--- src/rtl/jss_pkg.sv ---
`default_nettype none
package jss_pkg;

   localparam int MAX_SCAN_BITS = 64;
   localparam int IDX_W         = $clog2(MAX_SCAN_BITS);
   localparam int LEN_W         = IDX_W + 1;

   localparam logic TMS_RAISED = 1'b1;
   localparam logic TMS_LOW    = 1'b0;
   localparam logic TDI_IDLE   = 1'b1;

   localparam logic [1:0] REQ_HARD_RESET = 2'd0;
   localparam logic [1:0] REQ_IR_SCAN    = 2'd1;
   localparam logic [1:0] REQ_DR_SCAN    = 2'd2;
   localparam logic [1:0] REQ_TICK       = 2'd3;

   localparam logic [1:0] STATUS_OK        = 2'd0;
   localparam logic [1:0] STATUS_BUSY      = 2'd1;
   localparam logic [1:0] STATUS_TICK_IDLE = 2'd2;

   localparam logic [3:0] MIN_RESET_CLOCKS = 4'd5;

   localparam int          CSR_ADDR_W       = 3;
   localparam logic        CSR_SEL_RESET    = 1'b0;
   localparam logic        CSR_SEL_IDLE     = 1'b1;
   localparam logic [3:0]  RESET_CLOCKS_RST = 4'd5;
   localparam logic [3:0]  EXTRA_IDLE_RST   = 4'd2;

   typedef enum logic [12:0] {
      TAP_HARD_RST = 13'b0000000000001,
      TAP_TLR      = 13'b0000000000010,
      TAP_RTI      = 13'b0000000000100,
      TAP_SEL_DR   = 13'b0000000001000,
      TAP_CAP_DR   = 13'b0000000010000,
      TAP_SHF_DR   = 13'b0000000100000,
      TAP_EX1_DR   = 13'b0000001000000,
      TAP_UPD_DR   = 13'b0000010000000,
      TAP_SEL_IR   = 13'b0000100000000,
      TAP_CAP_IR   = 13'b0001000000000,
      TAP_SHF_IR   = 13'b0010000000000,
      TAP_EX1_IR   = 13'b0100000000000,
      TAP_UPD_IR   = 13'b1000000000000
   } tap_type;

   typedef enum logic [10:0] {
      PH_IDLE       = 11'b00000000001,
      PH_FORCE_TLR  = 11'b00000000010,
      PH_TO_RTI     = 11'b00000000100,
      PH_TO_SEL_DR  = 11'b00000001000,
      PH_TO_SEL_IR  = 11'b00000010000,
      PH_TO_CAPTURE = 11'b00000100000,
      PH_TO_SHIFT   = 11'b00001000000,
      PH_SHIFT      = 11'b00010000000,
      PH_TO_UPDATE  = 11'b00100000000,
      PH_BACK_RTI   = 11'b01000000000,
      PH_EXTRA_IDLE = 11'b10000000000
   } phase_type;

   typedef struct packed {
      tap_type                    tap;
      phase_type                  phase;
      logic                       scan_is_ir;
      logic [LEN_W-1:0]           bit_counter;
      logic [3:0]                 clock_counter;
      logic [MAX_SCAN_BITS-1:0]   out_shift;
      logic [MAX_SCAN_BITS-1:0]   in_collect;
      logic [LEN_W-1:0]           length_held;
   } seq_state_type;

   typedef struct packed {
      logic [1:0]               req_type;
      logic [MAX_SCAN_BITS-1:0] shift_out;
      logic [6:0]               scan_length;
      logic                     tdo_in;
   } req_beat_type;

   typedef struct packed {
      logic                     drive_active;
      logic                     tms;
      logic                     tdi;
      logic                     scan_done;
      logic [MAX_SCAN_BITS-1:0] captured_value;
      logic [1:0]               status;
   } rsp_beat_type;

   typedef struct packed {
      logic [3:0] reset_clocks;
      logic [3:0] extra_idle_clocks;
   } cfg_type;

endpackage
`default_nettype wire

--- src/rtl/jtag_scan_sequencer.sv ---
`default_nettype none
// JTAG scan sequencer. Each request beat (IR scan, DR scan, port hard reset or
// TCK tick) yields exactly one response beat: TMS/TDI for the next TCK, the
// captured value when a scan ends, or no drive (port reset, idle tick). A beat
// passes an input register, then a result register; one beat per cycle is
// sustained while the response is not stalled, as the TAP step is combinational
// logic between them. Only a stalled response holds the input. The user must
// write configuration (reset_clocks at 0x0, extra_idle_clocks at 0x4) through
// the APB-style port only while idle; the block itself does not enforce this.
module jtag_scan_sequencer (
   input  wire logic                              clock,
   input  wire logic                              reset,
   input  wire logic                              req_valid,
   output logic                                   req_stall,
   input  wire logic [1:0]                        req_type,
   input  wire logic [jss_pkg::MAX_SCAN_BITS-1:0] req_shift_out,
   input  wire logic [6:0]                        req_scan_length,
   input  wire logic                              req_tdo_in,
   output logic                                   rsp_valid,
   input  wire logic                              rsp_stall,
   output logic                                   rsp_drive_active,
   output logic                                   rsp_tms,
   output logic                                   rsp_tdi,
   output logic                                   rsp_scan_done,
   output logic [jss_pkg::MAX_SCAN_BITS-1:0]      rsp_captured_value,
   output logic [1:0]                             rsp_status,
   input  wire logic                              csr_psel,
   input  wire logic                              csr_penable,
   input  wire logic                              csr_pwrite,
   input  wire logic [jss_pkg::CSR_ADDR_W-1:0]    csr_paddr,
   input  wire logic [31:0]                       csr_pwdata,
   output logic [31:0]                            csr_prdata,
   output logic                                   csr_pready
);
   import jss_pkg::*;

   cfg_type       cfg_ff, cfg_in;
   seq_state_type state_ff, state_in;
   seq_state_type step_nxt;
   req_beat_type  req_ff, req_in;
   logic          req_valid_ff, req_valid_in;
   rsp_beat_type  rsp_ff, rsp_in;
   rsp_beat_type  step_rsp;
   logic          rsp_valid_ff, rsp_valid_in;
   logic          out_block, advance, accept, csr_write;

   assign csr_pready = 1'b1;
   assign csr_write  = csr_psel & csr_penable & csr_pwrite;

   always_comb begin
      cfg_in = cfg_ff;
      if (csr_write) begin
         if (csr_paddr[2] == CSR_SEL_IDLE) begin
            cfg_in.extra_idle_clocks = csr_pwdata[3:0];
         end else begin
            cfg_in.reset_clocks = csr_pwdata[3:0];
         end
      end
      csr_prdata = (csr_paddr[2] == CSR_SEL_RESET) ? {28'd0, cfg_ff.reset_clocks}
                                                   : {28'd0, cfg_ff.extra_idle_clocks};
   end

   jss_step u_step (
      .cur (state_ff),
      .req (req_ff),
      .cfg (cfg_ff),
      .nxt (step_nxt),
      .rsp (step_rsp)
   );

   assign out_block = rsp_valid_ff & rsp_stall;
   assign advance   = req_valid_ff & ~out_block;
   assign req_stall = req_valid_ff & out_block;
   assign accept    = req_valid & ~req_stall;

   always_comb begin
      req_valid_in = req_valid_ff;
      req_in       = req_ff;
      if (accept) begin
         req_valid_in          = 1'b1;
         req_in.req_type       = req_type;
         req_in.shift_out      = req_shift_out;
         req_in.scan_length    = req_scan_length;
         req_in.tdo_in         = req_tdo_in;
      end else if (advance) begin
         req_valid_in = 1'b0;
      end

      state_in     = advance ? step_nxt : state_ff;
      rsp_in       = rsp_ff;
      rsp_valid_in = rsp_valid_ff;
      if (advance) begin
         rsp_in       = step_rsp;
         rsp_valid_in = 1'b1;
      end else if (!out_block) begin
         rsp_valid_in = 1'b0;
      end
   end

   always_ff @(posedge clock) begin
      if (reset) begin
         cfg_ff.reset_clocks      <= RESET_CLOCKS_RST;
         cfg_ff.extra_idle_clocks <= EXTRA_IDLE_RST;
         state_ff.tap             <= TAP_HARD_RST;
         state_ff.phase           <= PH_IDLE;
         state_ff.scan_is_ir      <= 1'b0;
         state_ff.bit_counter     <= '0;
         state_ff.clock_counter   <= '0;
         state_ff.out_shift       <= '0;
         state_ff.in_collect      <= '0;
         state_ff.length_held     <= '0;
         req_valid_ff             <= 1'b0;
         rsp_valid_ff             <= 1'b0;
      end else begin
         cfg_ff       <= cfg_in;
         state_ff     <= state_in;
         req_valid_ff <= req_valid_in;
         rsp_valid_ff <= rsp_valid_in;
      end
   end

   always_ff @(posedge clock) begin
      req_ff <= req_in;
      rsp_ff <= rsp_in;
   end

   assign rsp_valid          = rsp_valid_ff;
   assign rsp_drive_active   = rsp_ff.drive_active;
   assign rsp_tms            = rsp_ff.tms;
   assign rsp_tdi            = rsp_ff.tdi;
   assign rsp_scan_done      = rsp_ff.scan_done;
   assign rsp_captured_value = rsp_ff.captured_value;
   assign rsp_status         = rsp_ff.status;

endmodule
`default_nettype wire

--- src/rtl/jss_step.sv ---
`default_nettype none
module jss_step (
   input  jss_pkg::seq_state_type cur,
   input  jss_pkg::req_beat_type  req,
   input  jss_pkg::cfg_type       cfg,
   output jss_pkg::seq_state_type nxt,
   output jss_pkg::rsp_beat_type  rsp
);
   import jss_pkg::*;

   function automatic logic last_bit(input seq_state_type s);
      logic [LEN_W:0] inc;
      inc = {1'b0, s.bit_counter} + {{LEN_W{1'b0}}, 1'b1};
      return inc >= {1'b0, s.length_held};
   endfunction

   function automatic rsp_beat_type pending(input seq_state_type s, input logic [1:0] st);
      rsp_beat_type r;
      r.drive_active   = 1'b1;
      r.tms            = TMS_LOW;
      r.tdi            = TDI_IDLE;
      r.scan_done      = 1'b0;
      r.captured_value = '0;
      r.status         = st;
      unique case (s.phase)
         PH_FORCE_TLR, PH_TO_SEL_DR, PH_TO_SEL_IR, PH_TO_UPDATE: begin
            r.tms = TMS_RAISED;
         end
         PH_SHIFT: begin
            r.tdi = s.out_shift[s.bit_counter[IDX_W-1:0]];
            r.tms = last_bit(s) ? TMS_RAISED : TMS_LOW;
         end
         default: begin
            r.tms = TMS_LOW;
         end
      endcase
      return r;
   endfunction

   rsp_beat_type     quiet;
   rsp_beat_type     done_beat;
   logic [3:0]       cnt_inc;
   logic [3:0]       eff_reset;
   logic [LEN_W-1:0] len;
   logic [LEN_W-1:0] bc_inc;
   logic             is_last;

   assign cnt_inc   = cur.clock_counter + 4'd1;
   assign eff_reset = (cfg.reset_clocks < MIN_RESET_CLOCKS) ? MIN_RESET_CLOCKS
                                                            : cfg.reset_clocks;
   assign bc_inc    = cur.bit_counter + {{(LEN_W-1){1'b0}}, 1'b1};
   assign is_last   = last_bit(cur);

   always_comb begin
      quiet.drive_active   = 1'b0;
      quiet.tms            = TMS_RAISED;
      quiet.tdi            = TDI_IDLE;
      quiet.scan_done      = 1'b0;
      quiet.captured_value = '0;
      quiet.status         = STATUS_OK;
      done_beat                = quiet;
      done_beat.scan_done      = 1'b1;
      done_beat.captured_value = cur.in_collect;

      if (req.scan_length == 7'd0) begin
         len = {{(LEN_W-1){1'b0}}, 1'b1};
      end else if (req.scan_length > 7'(MAX_SCAN_BITS)) begin
         len = LEN_W'(MAX_SCAN_BITS);
      end else begin
         len = LEN_W'(req.scan_length);
      end

      nxt = cur;
      rsp = quiet;

      if (req.req_type != REQ_TICK) begin
         if (cur.phase != PH_IDLE) begin
            rsp = pending(cur, STATUS_BUSY);
         end else if (req.req_type == REQ_HARD_RESET) begin
            nxt.tap = TAP_HARD_RST;
         end else begin
            nxt.length_held   = len;
            nxt.scan_is_ir    = (req.req_type == REQ_IR_SCAN);
            nxt.out_shift     = req.shift_out;
            nxt.in_collect    = '0;
            nxt.bit_counter   = '0;
            nxt.clock_counter = '0;
            if (cur.tap == TAP_RTI) begin
               nxt.phase = PH_TO_SEL_DR;
            end else if (cur.tap == TAP_TLR) begin
               nxt.phase = PH_TO_RTI;
            end else begin
               nxt.phase = PH_FORCE_TLR;
            end
            rsp = pending(nxt, STATUS_OK);
         end
      end else begin
         unique case (cur.phase)
            PH_FORCE_TLR: begin
               nxt.clock_counter = cnt_inc;
               if (cnt_inc >= eff_reset || cnt_inc == 4'd0) begin
                  nxt.tap           = TAP_TLR;
                  nxt.clock_counter = '0;
                  nxt.phase         = PH_TO_RTI;
               end
               rsp = pending(nxt, STATUS_OK);
            end
            PH_TO_RTI: begin
               nxt.tap   = TAP_RTI;
               nxt.phase = PH_TO_SEL_DR;
               rsp = pending(nxt, STATUS_OK);
            end
            PH_TO_SEL_DR: begin
               nxt.tap   = TAP_SEL_DR;
               nxt.phase = cur.scan_is_ir ? PH_TO_SEL_IR : PH_TO_CAPTURE;
               rsp = pending(nxt, STATUS_OK);
            end
            PH_TO_SEL_IR: begin
               nxt.tap   = TAP_SEL_IR;
               nxt.phase = PH_TO_CAPTURE;
               rsp = pending(nxt, STATUS_OK);
            end
            PH_TO_CAPTURE: begin
               nxt.tap   = cur.scan_is_ir ? TAP_CAP_IR : TAP_CAP_DR;
               nxt.phase = PH_TO_SHIFT;
               rsp = pending(nxt, STATUS_OK);
            end
            PH_TO_SHIFT: begin
               nxt.tap = cur.scan_is_ir ? TAP_SHF_IR : TAP_SHF_DR;
               if (cur.scan_is_ir) begin
                  nxt.in_collect = {{(MAX_SCAN_BITS-1){1'b0}}, req.tdo_in};
               end
               nxt.phase = PH_SHIFT;
               rsp = pending(nxt, STATUS_OK);
            end
            PH_SHIFT: begin
               if (cur.scan_is_ir) begin
                  if (!is_last) begin
                     nxt.in_collect[bc_inc[IDX_W-1:0]] =
                        cur.in_collect[bc_inc[IDX_W-1:0]] | req.tdo_in;
                  end
               end else begin
                  nxt.in_collect[cur.bit_counter[IDX_W-1:0]] =
                     cur.in_collect[cur.bit_counter[IDX_W-1:0]] | req.tdo_in;
               end
               if (is_last) begin
                  nxt.tap   = cur.scan_is_ir ? TAP_EX1_IR : TAP_EX1_DR;
                  nxt.phase = PH_TO_UPDATE;
               end else begin
                  nxt.bit_counter = bc_inc;
               end
               rsp = pending(nxt, STATUS_OK);
            end
            PH_TO_UPDATE: begin
               nxt.tap   = cur.scan_is_ir ? TAP_UPD_IR : TAP_UPD_DR;
               nxt.phase = PH_BACK_RTI;
               rsp = pending(nxt, STATUS_OK);
            end
            PH_BACK_RTI: begin
               nxt.tap           = TAP_RTI;
               nxt.clock_counter = '0;
               if (cfg.extra_idle_clocks == 4'd0) begin
                  nxt.phase = PH_IDLE;
                  rsp = done_beat;
               end else begin
                  nxt.phase = PH_EXTRA_IDLE;
                  rsp = pending(nxt, STATUS_OK);
               end
            end
            PH_EXTRA_IDLE: begin
               nxt.clock_counter = cnt_inc;
               if (cnt_inc >= cfg.extra_idle_clocks || cnt_inc == 4'd0) begin
                  nxt.clock_counter = '0;
                  nxt.phase         = PH_IDLE;
                  nxt.tap           = TAP_RTI;
                  rsp = done_beat;
               end else begin
                  rsp = pending(nxt, STATUS_OK);
               end
            end
            default: begin
               rsp        = quiet;
               rsp.status = STATUS_TICK_IDLE;
            end
         endcase
      end
   end

endmodule
`default_nettype wire

--- config.mk ---
export PLATFORM = sky130hd
export DESIGN_NAME = jtag_scan_sequencer
export DESIGN_NICKNAME = d
export VERILOG_FILES = /design/src/rtl/jss_pkg.sv /design/src/rtl/jtag_scan_sequencer.sv /design/src/rtl/jss_step.sv
export SDC_FILE = /design/constraint.sdc
export NUM_CORES = 1
export LEC_CHECK = 0
export CORE_MARGIN = 1
export CORE_UTILIZATION = 60
export DETAILED_ROUTE_END_ITERATION = 7
export DONT_BUFFER_PORTS = 1
export GPL_TIMING_DRIVEN = 1
export PLACE_DENSITY = 0.85
export SLEW_MARGIN = 20
export SYNTH_ARGS = -nofsm -noshare
export SYNTH_HDL_FRONTEND = slang
export SYNTH_SLANG_ARGS = --single-unit
--- constraint.sdc ---
create_clock -name clock -period 9.9 [get_ports clock]
set_clock_uncertainty 0.05 [all_clocks]
set_input_delay 1.98 -clock clock [delete_from_list [all_inputs] [get_ports clock]]
set_output_delay 1.98 -clock clock [all_outputs]
set_load 0.02 [all_outputs]
==> impl_metrics.json <==
{
  "outcome": "complete, but fails checks",
  "violations": "design-rule violations",
  "p_int_mw": 2.350,
  "grtUsageTotal": 0.3491,
  "dieHeight_um": 174.8,
  "dp_slack_ns": 2.880,
  "critPathRequiredTime_ns": 10.12,
  "setup_violations": 0,
  "grt_max_degree": 117,
  "vdd_drop_max_uv": 166.1,
  "worst_hold_path_type": "register to register",
  "cts_setup_buffers": 0,
  "clock_power_share": 0.452,
  "rsz0062_at_grt": "no",
  "fin_crit_ns": 7.316,
  "clk_pin_slew_ns": 0.07,
  "grt_antenna_before_repair": 0,
  "hold_buffers": 0,
  "critPathMaxFanout": 31,
  "htree_levels": 2,
  "seq_power_share": 0.489,
  "cts_resized": 0,
  "core-area_mm2": 0.02901,
  "wirelength_mm": 54.64,
  "synth-edff-count": 144,
  "dieWidth_um": 174.8,
  "syn_inst": 1948,
  "root_buffer": "clkbuf_16",
  "max_slew_margin": 0.2130,
  "synthArstFlopShare": 0,
  "cts_buffers": 35,
  "cts.sinks": 325,
  "firstDrtPassIters": 8,
  "switchingPower_uw": 737.7,
  "fmax_mhz": 136.7,
  "drc": 2,
  "p_comb_frac": 0.059,
  "setup-tns-final_ns": 0,
  "grt_overflow": 0,
  "drt-vias-per-instance": 6.963,
  "arrival_ns": 7.53,
  "finalMaxSlewViolations": 0,
  "grt_pass1_vias": 14620,
  "drive_gt1_frac": 0.09899,
  "fin_crit_sh": 0.7390,
  "grt_pass1_wl_mm": 83.49,
  "start_util": 0.6172,
  "die-area_mm2": 0.03054,
  "clock_latency_ns": 0.54,
  "drt_iter0_drc": 2767,
  "utilization": 0.6597,
  "final.setup.worst_slack_ns": 2.584,
  "worstSetupPathType": "register to register",
  "synth_area_per_cell_um2": 9.192,
  "wire_per_inst_um": 24.02,
  "cp-end-kind": "register",
  "row_count": 62,
  "cap_violations": 0,
  "gp_congestion": 1.006,
  "synthesis.area_mm2": 0.01791,
  "ys_seq_area_frac": 0.4439,
  "io_buffers": 0,
  "power.density_mw_per_mm2": 161.3,
  "synth_ff_type": "dfxtp_1",
  "cts_buffer_depth": 3,
  "ys_types": 91,
  "nets": 2006,
  "finalPower_mw": 3.087,
  "swShare": 0.2389,
  "leakagePower_nw": 6.258,
  "area_growth_pct": 6.897,
  "place_hpwl_mm": 36.18,
  "finalHoldViolCount": 0,
  "worstSetupStartpointType": "register",
  "tightestPinTransition_ns": 1.181,
  "vias": 15840,
  "ys_seq_elements": 325,
  "cts_tree": "done",
  "io_pins": 221,
  "yosysWarnings": 0,
  "drt.antenna.violating_nets": 0
}
==> power groups by stage <==
stage                     combinational [mW]  clock (mW)  sequential [mW]
after floorplan                        0.155           0             1.52
after global placement                 0.173           0             1.53
after detailed placement               0.177           0             1.54
after CTS                              0.179        1.40             1.51
after global routing                   0.198        1.46             1.51
final                                  0.183        1.40             1.51
==> flip-flops by register name, summed over array words and instances, names as in the netlist <==
name and flops:
cfg_ff 8, req_ff 74, req_valid_ff 1, rsp_captured_value 64
rsp_drive_active 1, rsp_scan_done 1, rsp_status 2, rsp_tdi 1
rsp_tms 1, rsp_valid 1, state_ff 171
==> worst max-delay path, cell delays in order, from the launching register on <==
cell and delay, ns:
dfxtp_2 0.78, buf_4 0.52, ha_1 0.46, nand3_1 0.17, xor2_1 0.69, inv_1 0.56
ha_1 0.45, o2111a_1 0.19, a211oi_4 0.59, xnor2_1 0.39, inv_2 0.28, ha_1 0.35
ha_1 0.28, a21o_1 0.16, a21o_1 0.17, a21o_1 0.17, a21o_1 0.19, a21oi_1 0.14
o22ai_1 0.09, o31ai_1 0.21, a311oi_1 0.13
==> logic make-up after synthesis <==
| group | count (synthesis) | synth area share |
|---|---|---|
| AOI/OAI and AO/OA | 567 | 0.2135 |
| xor gates and xnor gates | 25 | 0.01370 |
| adders and majority gates | 28 | 0.01957 |
| buffers and inverters | 211 | 0.05506 |
| DFF | 325 | 0.4439 |
| muxes | 82 | 0.06233 |
| other | 2 | 0.0004194 |
| and+or+nand+nor | 708 | 0.1916 |
==> through the flow <==
step,cells,hold WS [ns],area (um^2)
finish,2275,0.4063,19140
global route,2273,0.4225,19140
CTS,2273,0.4031,19120
detailed placement,2209,0.3933,17880
global placement,2209,0.3848,17870
floorplan,1975,0.3815,18010
==> cell type report <==
type                       count  area, um^2
clock buffer                  44        1005
fill                        2317        9872
tap                          384       480.5
multi-input combinational   1439        9143
sequential                   325        7951
clock inverter                20       237.7
inverter                      37       138.9
timing repair buffer          24       180.2
antenna                        2       5.005
==> cell usage after synthesis (13+ instances only) <==
cell / n / area (um^2)
clkbuf_1: 91 / 341.6
o21ai_0: 122 / 610.6
buf_2: 35 / 175.2
a21oi_1: 182 / 910.9
nor2b_1: 14 / 87.58
mux2i_1: 35 / 350.3
buf_4: 36 / 270.3
and2_1: 70 / 437.9
dfxtp_1: 181 / 3623
o32a_1: 53 / 530.5
nand2b_1: 16 / 100.1
a211oi_1: 13 / 97.59
inv_1: 31 / 116.4
nand3_1: 102 / 510.5
xnor2_1: 13 / 113.9
mux2_2: 26 / 292.8
a221oi_1: 25 / 219.0
mux4_2: 21 / 473.0
edfxtp_1: 144 / 4324
ha_1: 28 / 350.3
o311ai_0: 13 / 113.9
a31o_2: 13 / 113.9
nor3_1: 52 / 260.3
nand2_1: 252 / 945.9
nor2_1: 121 / 454.2
==> per-layer routing <==
layer | up-vias | routed length (um) | global-route usage | part of all wire
li1 | 7033 | - | - | -
met1 | 7360 | 20960 | 0.4634 | 0.38
met2 | 1193 | 24210 | 0.5298 | 0.44
met3 | 255 | 6366 | 0.07833 | 0.12
met4 | 0 | 3096 | 0.1913 | 0.057
met5 | - | 0 | 0 | 0
==> layout by cell type (no fill, tap or decap), types with 13 or more instances in the layout <==
cell / instances
conb_1: 29
dfxtp_1: 178
nand3_1: 102
a221oi_1: 25
a211oi_1: 13
nor3_1: 52
nor2b_1: 13
a21oi_1: 182
o32a_1: 53
buf_4: 24
edfxtp_1: 144
o21ai_0: 122
nor2_1: 116
inv_1: 31
clkbuf_16: 39
nand2b_1: 16
o311ai_0: 13
ha_1: 28
nand2_1: 252
and2_1: 70
xnor2_1: 13
mux4_2: 21
mux2i_1: 35
mux2_2: 26
a31o_2: 13
==> path summary, 6_finish.rpt <==
check | slack, ns | start | depth (start not counted) | endpoint
worst max register to register | 2.58 | state_ff[140] | 20 | rsp_tms
worst min register to register | 0.41 | state_ff[6] | 2 | state_ff[6]
worst max-delay path | 2.58 | state_ff[140] | 20 | rsp_tms
worst min-delay path | 0.41 | state_ff[6] | 2 | state_ff[6]
Power figures use the tool's default switching activity.
